$ cat config.mk
export PLATFORM = sky130hd
export DESIGN_NAME = modbus_rtu_response_checker_core_flat
export DESIGN_NICKNAME = d
export VERILOG_FILES = /design/src/hw/rtl/mbrc_pkg.sv /design/src/hw/rtl/mbrc_stream_if.sv /design/src/hw/rtl/modbus_rtu_response_checker_core.sv /design/src/hw/rtl/mbrc_crc16.sv /design/src/hw/rtl/mbrc_parser.sv /design/src/flat_wrapper.sv
export SDC_FILE = /design/constraint.sdc
export NUM_CORES = 1
export LEC_CHECK = 0
export ABC_AREA = 1
export BUFFER_PORTS_ARGS = -buffer_cell sky130_fd_sc_hd__buf_2
export CAP_MARGIN = 20
export CORE_MARGIN = 8
export CORE_UTILIZATION = 50
export CTS_BUF_LIST = sky130_fd_sc_hd__clkbuf_16
export CTS_CLUSTER_SIZE = 25
export DETAILED_ROUTE_END_ITERATION = 6
export GPL_TIMING_DRIVEN = 0
export PLACE_DENSITY = 0.69
export SYNTH_ARGS = -nofsm -noshare
export SYNTH_HDL_FRONTEND = slang
export SYNTH_SLANG_ARGS = --single-unit
export TNS_END_PERCENT = 30
$ cat constraint.sdc
create_clock -name clk -period 8.4 [get_ports clk]
set_clock_uncertainty 0.05 [all_clocks]
set_input_delay 1.68 -clock clk [delete_from_list [all_inputs] [get_ports clk]]
set_output_delay 1.68 -clock clk [all_outputs]
set_load 0.03 [all_outputs]
$ cat src/hw/rtl/mbrc_pkg.sv
package mbrc_pkg;

    localparam int unsigned MBRC_MAX_FRAME_BYTES = 256;
    localparam int unsigned MBRC_CPOS_W = 9;
    localparam int unsigned MBRC_MASK_W = 5;

    localparam logic [MBRC_MASK_W-1:0] MBRC_MASK_RESET = 5'h1F;
    localparam logic [15:0] MBRC_CRC_INIT = 16'hFFFF;
    localparam logic [15:0] MBRC_CRC_POLY = 16'hA001;

    localparam logic [7:0] FC_READ_COILS = 8'h01;
    localparam logic [7:0] FC_READ_HOLDING = 8'h03;
    localparam logic [7:0] FC_WRITE_SINGLE = 8'h06;
    localparam logic [7:0] FC_WRITE_MULTIPLE = 8'h10;
    localparam logic [7:0] FC_EXC_01 = 8'h81;
    localparam logic [7:0] FC_EXC_02 = 8'h82;
    localparam logic [7:0] FC_EXC_03 = 8'h83;
    localparam logic [7:0] FC_EXC_04 = 8'h84;
    localparam logic [7:0] FC_EXC_05 = 8'h85;
    localparam logic [7:0] FC_EXC_06 = 8'h86;
    localparam logic [7:0] FC_EXC_0F = 8'h8F;
    localparam logic [7:0] FC_EXC_10 = 8'h90;

    localparam logic [1:0] KIND_NONE = 2'd0;
    localparam logic [1:0] KIND_READ = 2'd1;
    localparam logic [1:0] KIND_WRITE = 2'd2;
    localparam logic [1:0] KIND_EXC = 2'd3;

    localparam logic [2:0] VERDICT_READ_OK = 3'd0;
    localparam logic [2:0] VERDICT_WRITE_OK = 3'd1;
    localparam logic [2:0] VERDICT_EXCEPTION = 3'd2;
    localparam logic [2:0] VERDICT_CRC_BAD = 3'd3;
    localparam logic [2:0] VERDICT_IGNORED = 3'd4;
    localparam logic [2:0] VERDICT_TOO_SHORT = 3'd5;

    localparam logic RESULT_PAYLOAD = 1'b0;
    localparam logic RESULT_VERDICT = 1'b1;

    typedef logic [MBRC_MASK_W-1:0] mask_t;

    typedef struct packed {
        logic [7:0] rx_byte;
        logic       frame_end;
    } rx_item_t;

    typedef struct packed {
        logic        result_kind;
        logic [7:0]  payload_byte;
        logic [2:0]  verdict;
        logic [7:0]  slave_address;
        logic [7:0]  function_code;
        logic [7:0]  data_byte_count;
        logic [15:0] register_address;
        logic [15:0] register_value;
    } result_item_t;

    typedef struct packed {
        logic         has_result;
        result_item_t item;
    } parse_out_t;

    function automatic logic [1:0] classify(input logic [7:0] code, input mask_t m);
        logic is_exc;
        is_exc = (code == FC_EXC_01) || (code == FC_EXC_02) || (code == FC_EXC_03)
              || (code == FC_EXC_04) || (code == FC_EXC_05) || (code == FC_EXC_06)
              || (code == FC_EXC_0F) || (code == FC_EXC_10);
        if (code == FC_READ_COILS && m[0])
            return KIND_READ;
        if (code == FC_READ_HOLDING && m[1])
            return KIND_READ;
        if (code == FC_WRITE_SINGLE && m[2])
            return KIND_WRITE;
        if (code == FC_WRITE_MULTIPLE && m[3])
            return KIND_WRITE;
        if (is_exc && m[4])
            return KIND_EXC;
        return KIND_NONE;
    endfunction

endpackage

$ cat src/hw/rtl/mbrc_stream_if.sv
interface mbrc_stream_if #(
    parameter type payload_t = logic
) ();
    logic     valid;
    logic     ready;
    payload_t payload;

    modport source (output valid, output payload, input ready);
    modport sink (input valid, input payload, output ready);
endinterface

$ cat src/hw/rtl/modbus_rtu_response_checker_core.sv
// Modbus RTU response checker. Takes one received frame byte per request on
// "frame", with frame_end set on the last byte, and checks the running
// CRC-16 and header fields of read coils/holding registers, single/multiple
// write echoes and exception responses. Payload bytes of read responses come
// out on "result" as they arrive; the final byte of each frame yields one
// verdict. Each accepted request passes through the input register and then the
// result register before its result is valid, and one byte per cycle is
// sustained while the result side keeps taking data: the byte-wise CRC update
// and frame bookkeeping settle combinationally between the input register and
// the result register. Function enables on "cfg" take effect from the next byte processed.
module modbus_rtu_response_checker_core import mbrc_pkg::*; #(
    parameter int unsigned MAX_FRAME_BYTES = MBRC_MAX_FRAME_BYTES
) (
    input logic         clk,
    input logic         rst_n,
    mbrc_stream_if.sink   frame,
    mbrc_stream_if.source result,
    mbrc_stream_if.sink   cfg
);

    logic         in_valid_reg;
    rx_item_t     in_item_reg;
    logic         out_valid_reg;
    result_item_t out_item_reg;
    mask_t        mask_reg;
    logic         advance;
    parse_out_t   parse_res;

    assign advance       = in_valid_reg && (!out_valid_reg || result.ready);
    assign frame.ready   = !in_valid_reg || advance;
    assign cfg.ready     = 1'b1;
    assign result.valid  = out_valid_reg;
    assign result.payload = out_item_reg;

    mbrc_parser #(
        .MAX_FRAME_BYTES (MAX_FRAME_BYTES)
    ) u_parser (
        .clk   (clk),
        .rst_n (rst_n),
        .fire  (advance),
        .item  (in_item_reg),
        .mask  (mask_reg),
        .res   (parse_res)
    );

    always_ff @(posedge clk or negedge rst_n)
    begin
        if (!rst_n)
            mask_reg <= MBRC_MASK_RESET;
        else if (cfg.valid)
            mask_reg <= mask_t'(cfg.payload);
    end

    always_ff @(posedge clk or negedge rst_n)
    begin
        if (!rst_n)
            in_valid_reg <= 1'b0;
        else if (frame.ready)
            in_valid_reg <= frame.valid;
    end

    always_ff @(posedge clk)
    begin
        if (frame.valid && frame.ready)
            in_item_reg <= frame.payload;
    end

    always_ff @(posedge clk or negedge rst_n)
    begin
        if (!rst_n)
            out_valid_reg <= 1'b0;
        else if (advance)
            out_valid_reg <= parse_res.has_result;
        else if (result.ready)
            out_valid_reg <= 1'b0;
    end

    always_ff @(posedge clk)
    begin
        if (advance)
            out_item_reg <= parse_res.item;
    end

    a_no_overwrite: assert property (@(posedge clk) disable iff (!rst_n)
        (out_valid_reg && !result.ready) |-> !advance)
        else $error("pending result overwritten");

    a_stall_holds_input: assert property (@(posedge clk) disable iff (!rst_n)
        (in_valid_reg && !advance) |=> (in_valid_reg && $stable(in_item_reg)))
        else $error("stalled request lost");

endmodule

$ cat src/hw/rtl/mbrc_crc16.sv
module mbrc_crc16 import mbrc_pkg::*; (
    input  logic [15:0] crc,
    input  logic [7:0]  data,
    output logic [15:0] crc_next
);

    always_comb
    begin
        logic [15:0] c;
        c = crc ^ {8'h00, data};
        for (int i = 0; i < 8; i++)
        begin
            if (c[0])
                c = (c >> 1) ^ MBRC_CRC_POLY;
            else
                c = c >> 1;
        end
        crc_next = c;
    end

endmodule

$ cat src/hw/rtl/mbrc_parser.sv
module mbrc_parser import mbrc_pkg::*; #(
    parameter int unsigned MAX_FRAME_BYTES = MBRC_MAX_FRAME_BYTES
) (
    input  logic       clk,
    input  logic       rst_n,
    input  logic       fire,
    input  rx_item_t   item,
    input  mask_t      mask,
    output parse_out_t res
);

    localparam int unsigned POS_W = $clog2(MAX_FRAME_BYTES + 1);
    localparam int unsigned CMP_W = MBRC_CPOS_W;

    logic [15:0]      crc_reg, crc_next;
    logic [POS_W-1:0] pos_reg, pos_next;
    logic [7:0]       addr_b_reg, addr_b_next;
    logic [7:0]       fc_reg, fc_next;
    logic [7:0]       cnt_reg, cnt_next;
    logic [15:0]      addr_w_reg, addr_w_next;
    logic [15:0]      value_w_reg, value_w_next;
    logic [15:0]      rcrc_reg, rcrc_next;

    logic [15:0]      crc_upd;
    logic             taken;
    logic [1:0]       kind;
    logic             cpos_ok;
    logic [CMP_W-1:0] cpos;
    logic [CMP_W-1:0] p_ext;
    logic [CMP_W-1:0] count_ext;
    logic [CMP_W-1:0] need_len;
    logic             before_crc;
    logic             payload;
    logic [2:0]       verdict;

    mbrc_crc16 u_crc (
        .crc      (crc_reg),
        .data     (item.rx_byte),
        .crc_next (crc_upd)
    );

    always_comb
    begin
        taken        = pos_reg < POS_W'(MAX_FRAME_BYTES);
        addr_b_next  = addr_b_reg;
        fc_next      = fc_reg;
        cnt_next     = cnt_reg;
        addr_w_next  = addr_w_reg;
        value_w_next = value_w_reg;
        crc_next     = crc_reg;
        rcrc_next    = rcrc_reg;
        pos_next     = pos_reg;
        payload      = 1'b0;
        p_ext        = CMP_W'(pos_reg);

        if (taken)
        begin
            priority if (pos_reg == POS_W'(0))
                addr_b_next = item.rx_byte;
            else if (pos_reg == POS_W'(1))
                fc_next = item.rx_byte;
            else if (pos_reg == POS_W'(2))
            begin
                cnt_next    = item.rx_byte;
                addr_w_next = {item.rx_byte, 8'h00};
            end
            else if (pos_reg == POS_W'(3))
                addr_w_next = {addr_w_reg[15:8], item.rx_byte};
            else if (pos_reg == POS_W'(4))
                value_w_next = {item.rx_byte, 8'h00};
            else if (pos_reg == POS_W'(5))
                value_w_next = {value_w_reg[15:8], item.rx_byte};
        end

        kind = (pos_reg != POS_W'(0)) ? classify(fc_next, mask) : KIND_NONE;

        // read frames only know their CRC position once the byte count is in
        unique case (kind)
            KIND_READ:
            begin
                cpos_ok = pos_reg >= POS_W'(2);
                cpos    = CMP_W'(3) + CMP_W'(cnt_next);
            end
            KIND_WRITE:
            begin
                cpos_ok = 1'b1;
                cpos    = CMP_W'(6);
            end
            KIND_EXC:
            begin
                cpos_ok = 1'b1;
                cpos    = CMP_W'(3);
            end
            default:
            begin
                cpos_ok = 1'b0;
                cpos    = '0;
            end
        endcase

        before_crc = !cpos_ok || (p_ext < cpos);

        if (taken)
        begin
            if (before_crc)
            begin
                crc_next = crc_upd;
                payload  = (kind == KIND_READ) && (pos_reg >= POS_W'(3));
            end
            else if (p_ext == cpos)
                rcrc_next = {8'h00, item.rx_byte};
            else if (p_ext == CMP_W'(cpos + CMP_W'(1)))
                rcrc_next = {item.rx_byte, rcrc_reg[7:0]};
            pos_next = POS_W'(pos_reg + POS_W'(1));
        end

        count_ext = CMP_W'(pos_next);
        unique case (kind)
            KIND_READ:  need_len = CMP_W'(5) + CMP_W'(cnt_next);
            KIND_WRITE: need_len = CMP_W'(8);
            KIND_EXC:   need_len = CMP_W'(5);
            default:    need_len = '0;
        endcase

        priority if (pos_next < POS_W'(2))
            verdict = VERDICT_TOO_SHORT;
        else if (kind == KIND_NONE)
            verdict = VERDICT_IGNORED;
        else if (count_ext < need_len)
            verdict = VERDICT_TOO_SHORT;
        else if (rcrc_next != crc_next)
            verdict = VERDICT_CRC_BAD;
        else if (kind == KIND_READ)
            verdict = VERDICT_READ_OK;
        else if (kind == KIND_WRITE)
            verdict = VERDICT_WRITE_OK;
        else
            verdict = VERDICT_EXCEPTION;

        res.has_result            = item.frame_end || payload;
        res.item.result_kind      = item.frame_end ? RESULT_VERDICT : RESULT_PAYLOAD;
        res.item.payload_byte     = item.frame_end ? 8'h00 : item.rx_byte;
        res.item.verdict          = item.frame_end ? verdict : VERDICT_READ_OK;
        res.item.slave_address    = addr_b_next;
        res.item.function_code    = fc_next;
        res.item.data_byte_count  = (kind == KIND_READ && pos_next >= POS_W'(3))
                                    ? cnt_next : 8'h00;
        res.item.register_address = (item.frame_end && verdict == VERDICT_WRITE_OK)
                                    ? addr_w_next : 16'h0000;
        res.item.register_value   = (item.frame_end && verdict == VERDICT_WRITE_OK)
                                    ? value_w_next : 16'h0000;
    end

    always_ff @(posedge clk or negedge rst_n)
    begin
        if (!rst_n)
        begin
            crc_reg     <= MBRC_CRC_INIT;
            pos_reg     <= '0;
            addr_b_reg  <= '0;
            fc_reg      <= '0;
            cnt_reg     <= '0;
            addr_w_reg  <= '0;
            value_w_reg <= '0;
            rcrc_reg    <= '0;
        end
        else if (fire)
        begin
            if (item.frame_end)
            begin
                crc_reg     <= MBRC_CRC_INIT;
                pos_reg     <= '0;
                addr_b_reg  <= '0;
                fc_reg      <= '0;
                cnt_reg     <= '0;
                addr_w_reg  <= '0;
                value_w_reg <= '0;
                rcrc_reg    <= '0;
            end
            else
            begin
                crc_reg     <= crc_next;
                pos_reg     <= pos_next;
                addr_b_reg  <= addr_b_next;
                fc_reg      <= fc_next;
                cnt_reg     <= cnt_next;
                addr_w_reg  <= addr_w_next;
                value_w_reg <= value_w_next;
                rcrc_reg    <= rcrc_next;
            end
        end
    end

    a_frame_restart: assert property (@(posedge clk) disable iff (!rst_n)
        (fire && item.frame_end) |=> (pos_reg == '0 && crc_reg == MBRC_CRC_INIT))
        else $error("frame state not restarted after final byte");

    a_pos_saturates: assert property (@(posedge clk) disable iff (!rst_n)
        pos_reg <= POS_W'(MAX_FRAME_BYTES))
        else $error("byte position beyond frame limit");

    a_payload_read_only: assert property (@(posedge clk) disable iff (!rst_n)
        (res.has_result && res.item.result_kind == RESULT_PAYLOAD)
            |-> (kind == KIND_READ && !item.frame_end && taken))
        else $error("payload byte outside a read response");

endmodule

$ cat src/flat_wrapper.sv
// flat-port wrapper written by rule: the top's interface ports become plain ports
module modbus_rtu_response_checker_core_flat import mbrc_pkg::*;
#(
    parameter int unsigned MAX_FRAME_BYTES = MBRC_MAX_FRAME_BYTES
)
  (clk, rst_n, frame_valid, frame_payload, frame_ready, result_valid, result_payload, result_ready, cfg_valid, cfg_payload, cfg_ready);
  mbrc_stream_if #(.payload_t(rx_item_t)) frame_i ();
  mbrc_stream_if #(.payload_t(result_item_t)) result_i ();
  mbrc_stream_if #(.payload_t(mask_t)) cfg_i ();
  input logic clk;
  input logic rst_n;
  input wire logic [$bits(frame_i.valid)-1:0] frame_valid;
  input wire logic [$bits(frame_i.payload)-1:0] frame_payload;
  output wire logic [$bits(frame_i.ready)-1:0] frame_ready;
  output wire logic [$bits(result_i.valid)-1:0] result_valid;
  output wire logic [$bits(result_i.payload)-1:0] result_payload;
  input wire logic [$bits(result_i.ready)-1:0] result_ready;
  input wire logic [$bits(cfg_i.valid)-1:0] cfg_valid;
  input wire logic [$bits(cfg_i.payload)-1:0] cfg_payload;
  output wire logic [$bits(cfg_i.ready)-1:0] cfg_ready;
  assign frame_i.valid = frame_valid;
  assign frame_i.payload = frame_payload;
  assign frame_ready = frame_i.ready;
  assign result_valid = result_i.valid;
  assign result_payload = result_i.payload;
  assign result_i.ready = result_ready;
  assign cfg_i.valid = cfg_valid;
  assign cfg_i.payload = cfg_payload;
  assign cfg_ready = cfg_i.ready;
  modbus_rtu_response_checker_core #(.MAX_FRAME_BYTES(MAX_FRAME_BYTES)) u_core (.clk(clk), .rst_n(rst_n), .frame(frame_i), .result(result_i), .cfg(cfg_i));
endmodule
Word level (Yosys, flattened, before mapping) --
Index checks and enable logic that the tools add are counted.
Word-level totals: flip-flop bits (word level) 181, bits of input ports 19, output and inout bits 71, word-level logic and storage cells 178
Cells by class: add/subtract/negate cells 4, magnitude comparators 7, equal/unequal tests 24, mux-type cells 84, bitwise logic cells 9, reduce and logical (&&, ||, !) cells 29
Operators by type and width (count):
- 2-to-1 mux 16 bit | 28
- 2-to-1 mux 8 bit | 14
- equality test 8 bit, second input constant | 8
- one-hot mux 9 bit (3 select lines) | 2
- 2-to-1 mux 2 bit | 14
- greater-or-equal comparator 9 x 2 -> 1 bit, second input constant | 3
- NOT 2 -> 3 bit | 8
- 2-to-1 mux 1 bit | 20
- adder 9 x 1 -> 9 bit, second input constant | 2
- equality test 9 x 2 -> 1 bit, second input constant | 2
- equality test 9 x 3 -> 1 bit, second input constant | 2
- equality test 9 bit | 2
- less-than comparator 9 bit | 2
- 2-to-1 mux 9 bit | 2
- inequality test 16 bit | 1
- bitwise XOR 16 x 8 -> 16 bit | 1
- logical OR 1 bit | 11
- logical AND 1 bit | 10
- adder 2 x 8 -> 9 bit, first input constant | 1
- adder 3 x 8 -> 9 bit, first input constant | 1
- equality test 9 x 1 -> 1 bit, second input constant | 1
- zero test 9 bit | 1
- less-than comparator 9 x 2 -> 1 bit, second input constant | 1
- less-than comparator 9 bit, second input constant | 1
- other kinds (14) | 19

Longest topological paths before layout --
depth in word-level cells 39, mapped depth 53, mapped depth without buffers 52

Cells and area by module --
A second synthesis with hierarchy kept.
Unflattened totals: cell total of the unflattened synthesis 1207, area total of the unflattened synthesis 10603.9 sq um
By module, submodules not included:
- mbrc_parser | times used 1, cells each 1030, area each 7528.5 sq um, seq. area each 2447.3 sq um
- modbus_rtu_response_checker_core | times used 1, cells each 112, area each 2630.0 sq um, seq. area each 2493.6 sq um
- mbrc_crc16 | times used 1, cells each 65, area each 445.4 sq um, seq. area each 0.0 sq um

Worst setup path after synthesis --
Ideal clock, no wire load.
path type reg-to-reg, start reg u_core.u_parser.pos_reg[1], in the netlist u_core.u_parser.p_ext[1], end reg u_core.out_item_reg (netlist bit u_core.result.payload[10]), data pin, setup time 0.265 ns, arrival time 6.616 ns, required time 8.085 ns, slack 1.469 ns, stages on the path, launching flop included 51, buffers on the path 2, period minus slack after synthesis 6.931 ns, cells stage by stage dfrtp_1 -> inv_1 -> ha_1 -> nand2_1 -> nor2_2 -> nand2_1 -> nand2_1 -> clkbuf_1 -> nand2_1 -> o21ai_0 -> inv_1 -> nor4_1 -> a31oi_1 -> nor4_1 -> inv_1 -> o311ai_0 -> nand2_1 -> ha_1 -> [15 not listed] -> nand2_1 -> nand2_1 -> inv_1 -> or2_2 -> nand3_1 -> nor2_1 -> nand3_1 -> nor2_1 -> nand2_1 -> inv_1 -> nand2_1 -> nor2_2 -> nand4_1 -> nand2_1 -> nand2_1 -> nand3_2 -> buf_6 -> nor2_4
RTL lines:
- from (decl) | line mbrc_parser.sv:16 | logic [POS_W-1:0] pos_reg, pos_next;
- from (signal assigned) | line mbrc_parser.sv:183 | pos_reg <= pos_next;
- to (signal assigned) | line modbus_rtu_response_checker_core.sv:81 | out_item_reg <= parse_res.item;
- to (decl) | line modbus_rtu_response_checker_core.sv:24 | result_item_t out_item_reg;

==> impl_metrics.csv <==
group,metric,value,unit
outcome,run_status,"complete, no violations",
place,dp.final_hpwl,20.0,mm
clocking,cts_sinks,181,
drt,ant_nets,0,
finish,seq_area,4940,um^2
finish,final_cell_mix,"nand2_1, inv_1, o21ai_0",
yosys,synthesis.nets,1209,
place,gp_congestion,0.871,
clocking,cts_max_path_buffers,2,
sta,layout_setup_ws,0.458,ns
setup_path,critPathSlowestCell,"dfrtp_2",
drt,via_per_inst,5.49,
drt,drc_errors,0,
floorplan,io_pins,90,
yosys,synth_edf_count,77,
yosys,synth_top_flop_cell,"dfrtp_1",
finish,drive_above_1_share,0.207,
floorplan,die_h,158,um
power,internal-power,1.99,mW
clocking,clkSlewWorstSetupHoldPaths,0.07,ns
finish,layout.nets,1321,
yosys,yosysWarnings,0,
setup_path,crit_required,8.65,ns
sta,slew_viol_final,0,
power,p_sw,1.50,mW
floorplan,dieArea,24800,um^2
sta,hold_viol,0,
global_routing,grt_max_degree,68,
sta,worst_pin_slew,1.18,ns
setup_path,arrival,8.19,ns
setup_path,crit_buf_inv,9,
clocking,cts_tree,"done",
setup_path,end_kind,"flop",
finish,syn_to_final_growth,15.0,%
floorplan,core_area,19600,um^2
yosys,synth-seq-cells,181,
floorplan,initial_core_util,0.512,
sta,finalSetupViolCount,0,
setup_path,startpoint_type,"flop",
global_routing,grt_pass1_wl,42.5,mm
setup_path,path_depth,44,
power,power_frac_seq,0.349,
yosys,synthCells,1162,
sta,hold_ws,0.436,ns
power,p_per_area,303,nW/um^2
yosys,syn_area_per_cell,8.62,um^2
job,drv_cap,0,
finish,diodes,0,
setup_path,reg2reg_depth,44,
yosys,synth-seq-area-share,0.493,
finish,fillers,1723,
power,clkPwrFrac,0.220,
setup_path,max_stage_delay,0.46,ns
clocking,clkLatencyLatePin,0.44,ns
sta,slew-limit-headroom,0.206,
global_routing,grt_util_all_layers,0.222,
global_routing,antenna_found_initial,0,
worst_hold_path,holdPathStages,2,
place,numPortBuffers,87,
sta,clock.fmax,0.126,GHz
drt,drt_wl_total,27.2,mm
finish,final_util,0.588,
yosys,ys_async_sr_fraction,0.575,
sta,setup-tns-final,0,ns
global_routing,grt_pass1_vias,7941,
drt,dr.pass1.iters,6,
sta,min_period,7.94,ns
drt,wire_per_inst,17.6,um
place,dp_slack,-1.08,ns
power,switching_share,0.430,
place,dp_cells,1516,
yosys,yosysUniqueCellTypes,47,
drt,drt_iter0_drc,867,
finish,final_common_cell,"nand2_1",
finish,largest_reg_flops,68,
sta,finalCritPeriodShare,0.945,
yosys,syn-cell-area,10000,um^2
clocking,root_buffer,"clkbuf_16",
power,comb_power_share,0.431,
setup_path,crit_path_max_fanout,10,
clocking,htree_num_levels,4,
worst_hold_path,hold_path_class,"reg -> reg",
finish,fin_cells,1552,
power,irDropWorstVdd,0.137,mV
setup_path,crit_path_frequent_cell,"nand2_1",
setup_path,cp_top_family,"simple AND/OR/NAND/NOR gates",
global_routing,grt_overflow_total,0,
power,p_leak,5.15,nW
clocking,cts_buffers,17,
finish,multi_input_area,4330,um^2
floorplan,fp-row-count,51,
setup_path,crit_type,"reg -> reg",
drt,vias,8526,
floorplan,die_w,158,um
[worst min-delay path: stages, from the launching register on]
cell	delay [ns]
dfstp_2	0.36
inv_1	0.05
o21ai_0	0.07
[cell usage after synthesis, types with 3 or more instances]
library cell / number / area [um^2]
a21oi_1: 23 / 115
a22o_1: 8 / 70.1
a22oi_1: 3 / 22.5
buf_6: 3 / 33.8
clkbuf_1: 33 / 124
dfrtp_1: 83 / 2080
dfstp_2: 21 / 552
edfxtp_1: 77 / 2310
ha_1: 28 / 350
inv_1: 155 / 582
inv_2: 15 / 56.3
nand2_1: 247 / 927
nand2_2: 11 / 68.8
nand2_4: 6 / 67.6
nand3_1: 59 / 295
nand3_2: 4 / 40.0
nand3b_1: 5 / 37.5
nand4_1: 10 / 62.6
nor2_1: 70 / 263
nor2_2: 32 / 200
nor2_4: 17 / 191
nor3_1: 11 / 55.1
o211ai_1: 10 / 75.1
o21ai_0: 106 / 531
o21ai_1: 5 / 25.0
o22ai_1: 59 / 369
or2_2: 4 / 25.0
xnor2_1: 17 / 149
xor2_1: 18 / 158
[power groups by stage]
stage	combinational (mW)	clock, mW	sequential (mW)
after CTS	1.46	0.777	1.22
after floorplan	0.958	0	1.34
final	1.51	0.770	1.22
after detailed placement	1.43	0	1.23
after global placement	1.41	0	1.23
after global routing	1.65	0.811	1.24
[kinds of logic (layout without fill, tap and decap cells)]
group,count (synthesis),in the layout,share of synthesized area
muxes,1,1,0.00112
buffers and inverters,210,335,0.0813
and+or+nand+nor,482,482,0.230
adders and majority gates,28,28,0.0350
AOI/OAI and AO/OA,224,224,0.128
xor gates and xnor gates,35,35,0.0306
other,1,1,0.000374
DFF,181,181,0.493
[per-layer routing]
metal,vias to the layer above,part of all wire,track usage
li1,4090,-,-
met1,4080,0.45,0.301
met5,-,0,0
met4,0,0.023,0.0784
met3,46,0.064,0.0360
met2,310,0.47,0.356
[timing repair]
item                                    4_1_cts  5_1_grt
pin swaps                                     0        3
gates resized for setup                      15       32
hold buffers                                  0        0
buffers inserted                              0        4
endpoints found under the hold margin         0        0
endpoints found under the setup margin       34       34
[metrics by stage]
step	area, um^2	power [mW]
3_5_place_dp	10800	2.67
2_1_floorplan	10000	2.29
4_1_cts	11400	3.45
3_3_place_gp	10800	2.64
5_1_grt	11500	3.70
6_report	11500	3.50
[final cells by class]
| cell class | instances | area share |
|---|---|---|
| Buffer | 38 | 0.0157 |
| Clock buffer | 17 | 0.0369 |
| Clock inverter | 15 | 0.0124 |
| Inverter | 172 | 0.0564 |
| Multi-Input combinational cell | 771 | 0.376 |
| Sequential cell | 181 | 0.429 |
| Tap cell | 265 | 0.0288 |
| Timing Repair Buffer | 93 | 0.0450 |
[path summary, 6_finish.rpt]
path,to,slack [ns],startpoint
max in group asynchronous,u_core.u_parser.crc_reg[9],6.48,rst_n
setup reg to reg,u_core.result.payload[15],0.46,u_core.u_parser.p_ext[1]
hold reg to reg,u_core.mask_reg[4],0.44,u_core.mask_reg[4]
min in group asynchronous,u_core.u_parser.p_ext[8],1.10,rst_n
hold / removal,u_core.mask_reg[4],0.44,u_core.mask_reg[4]
setup / recovery,u_core.result.payload[15],0.46,u_core.u_parser.p_ext[1]
No activity file was read; power rests on OpenSTA's default activity.
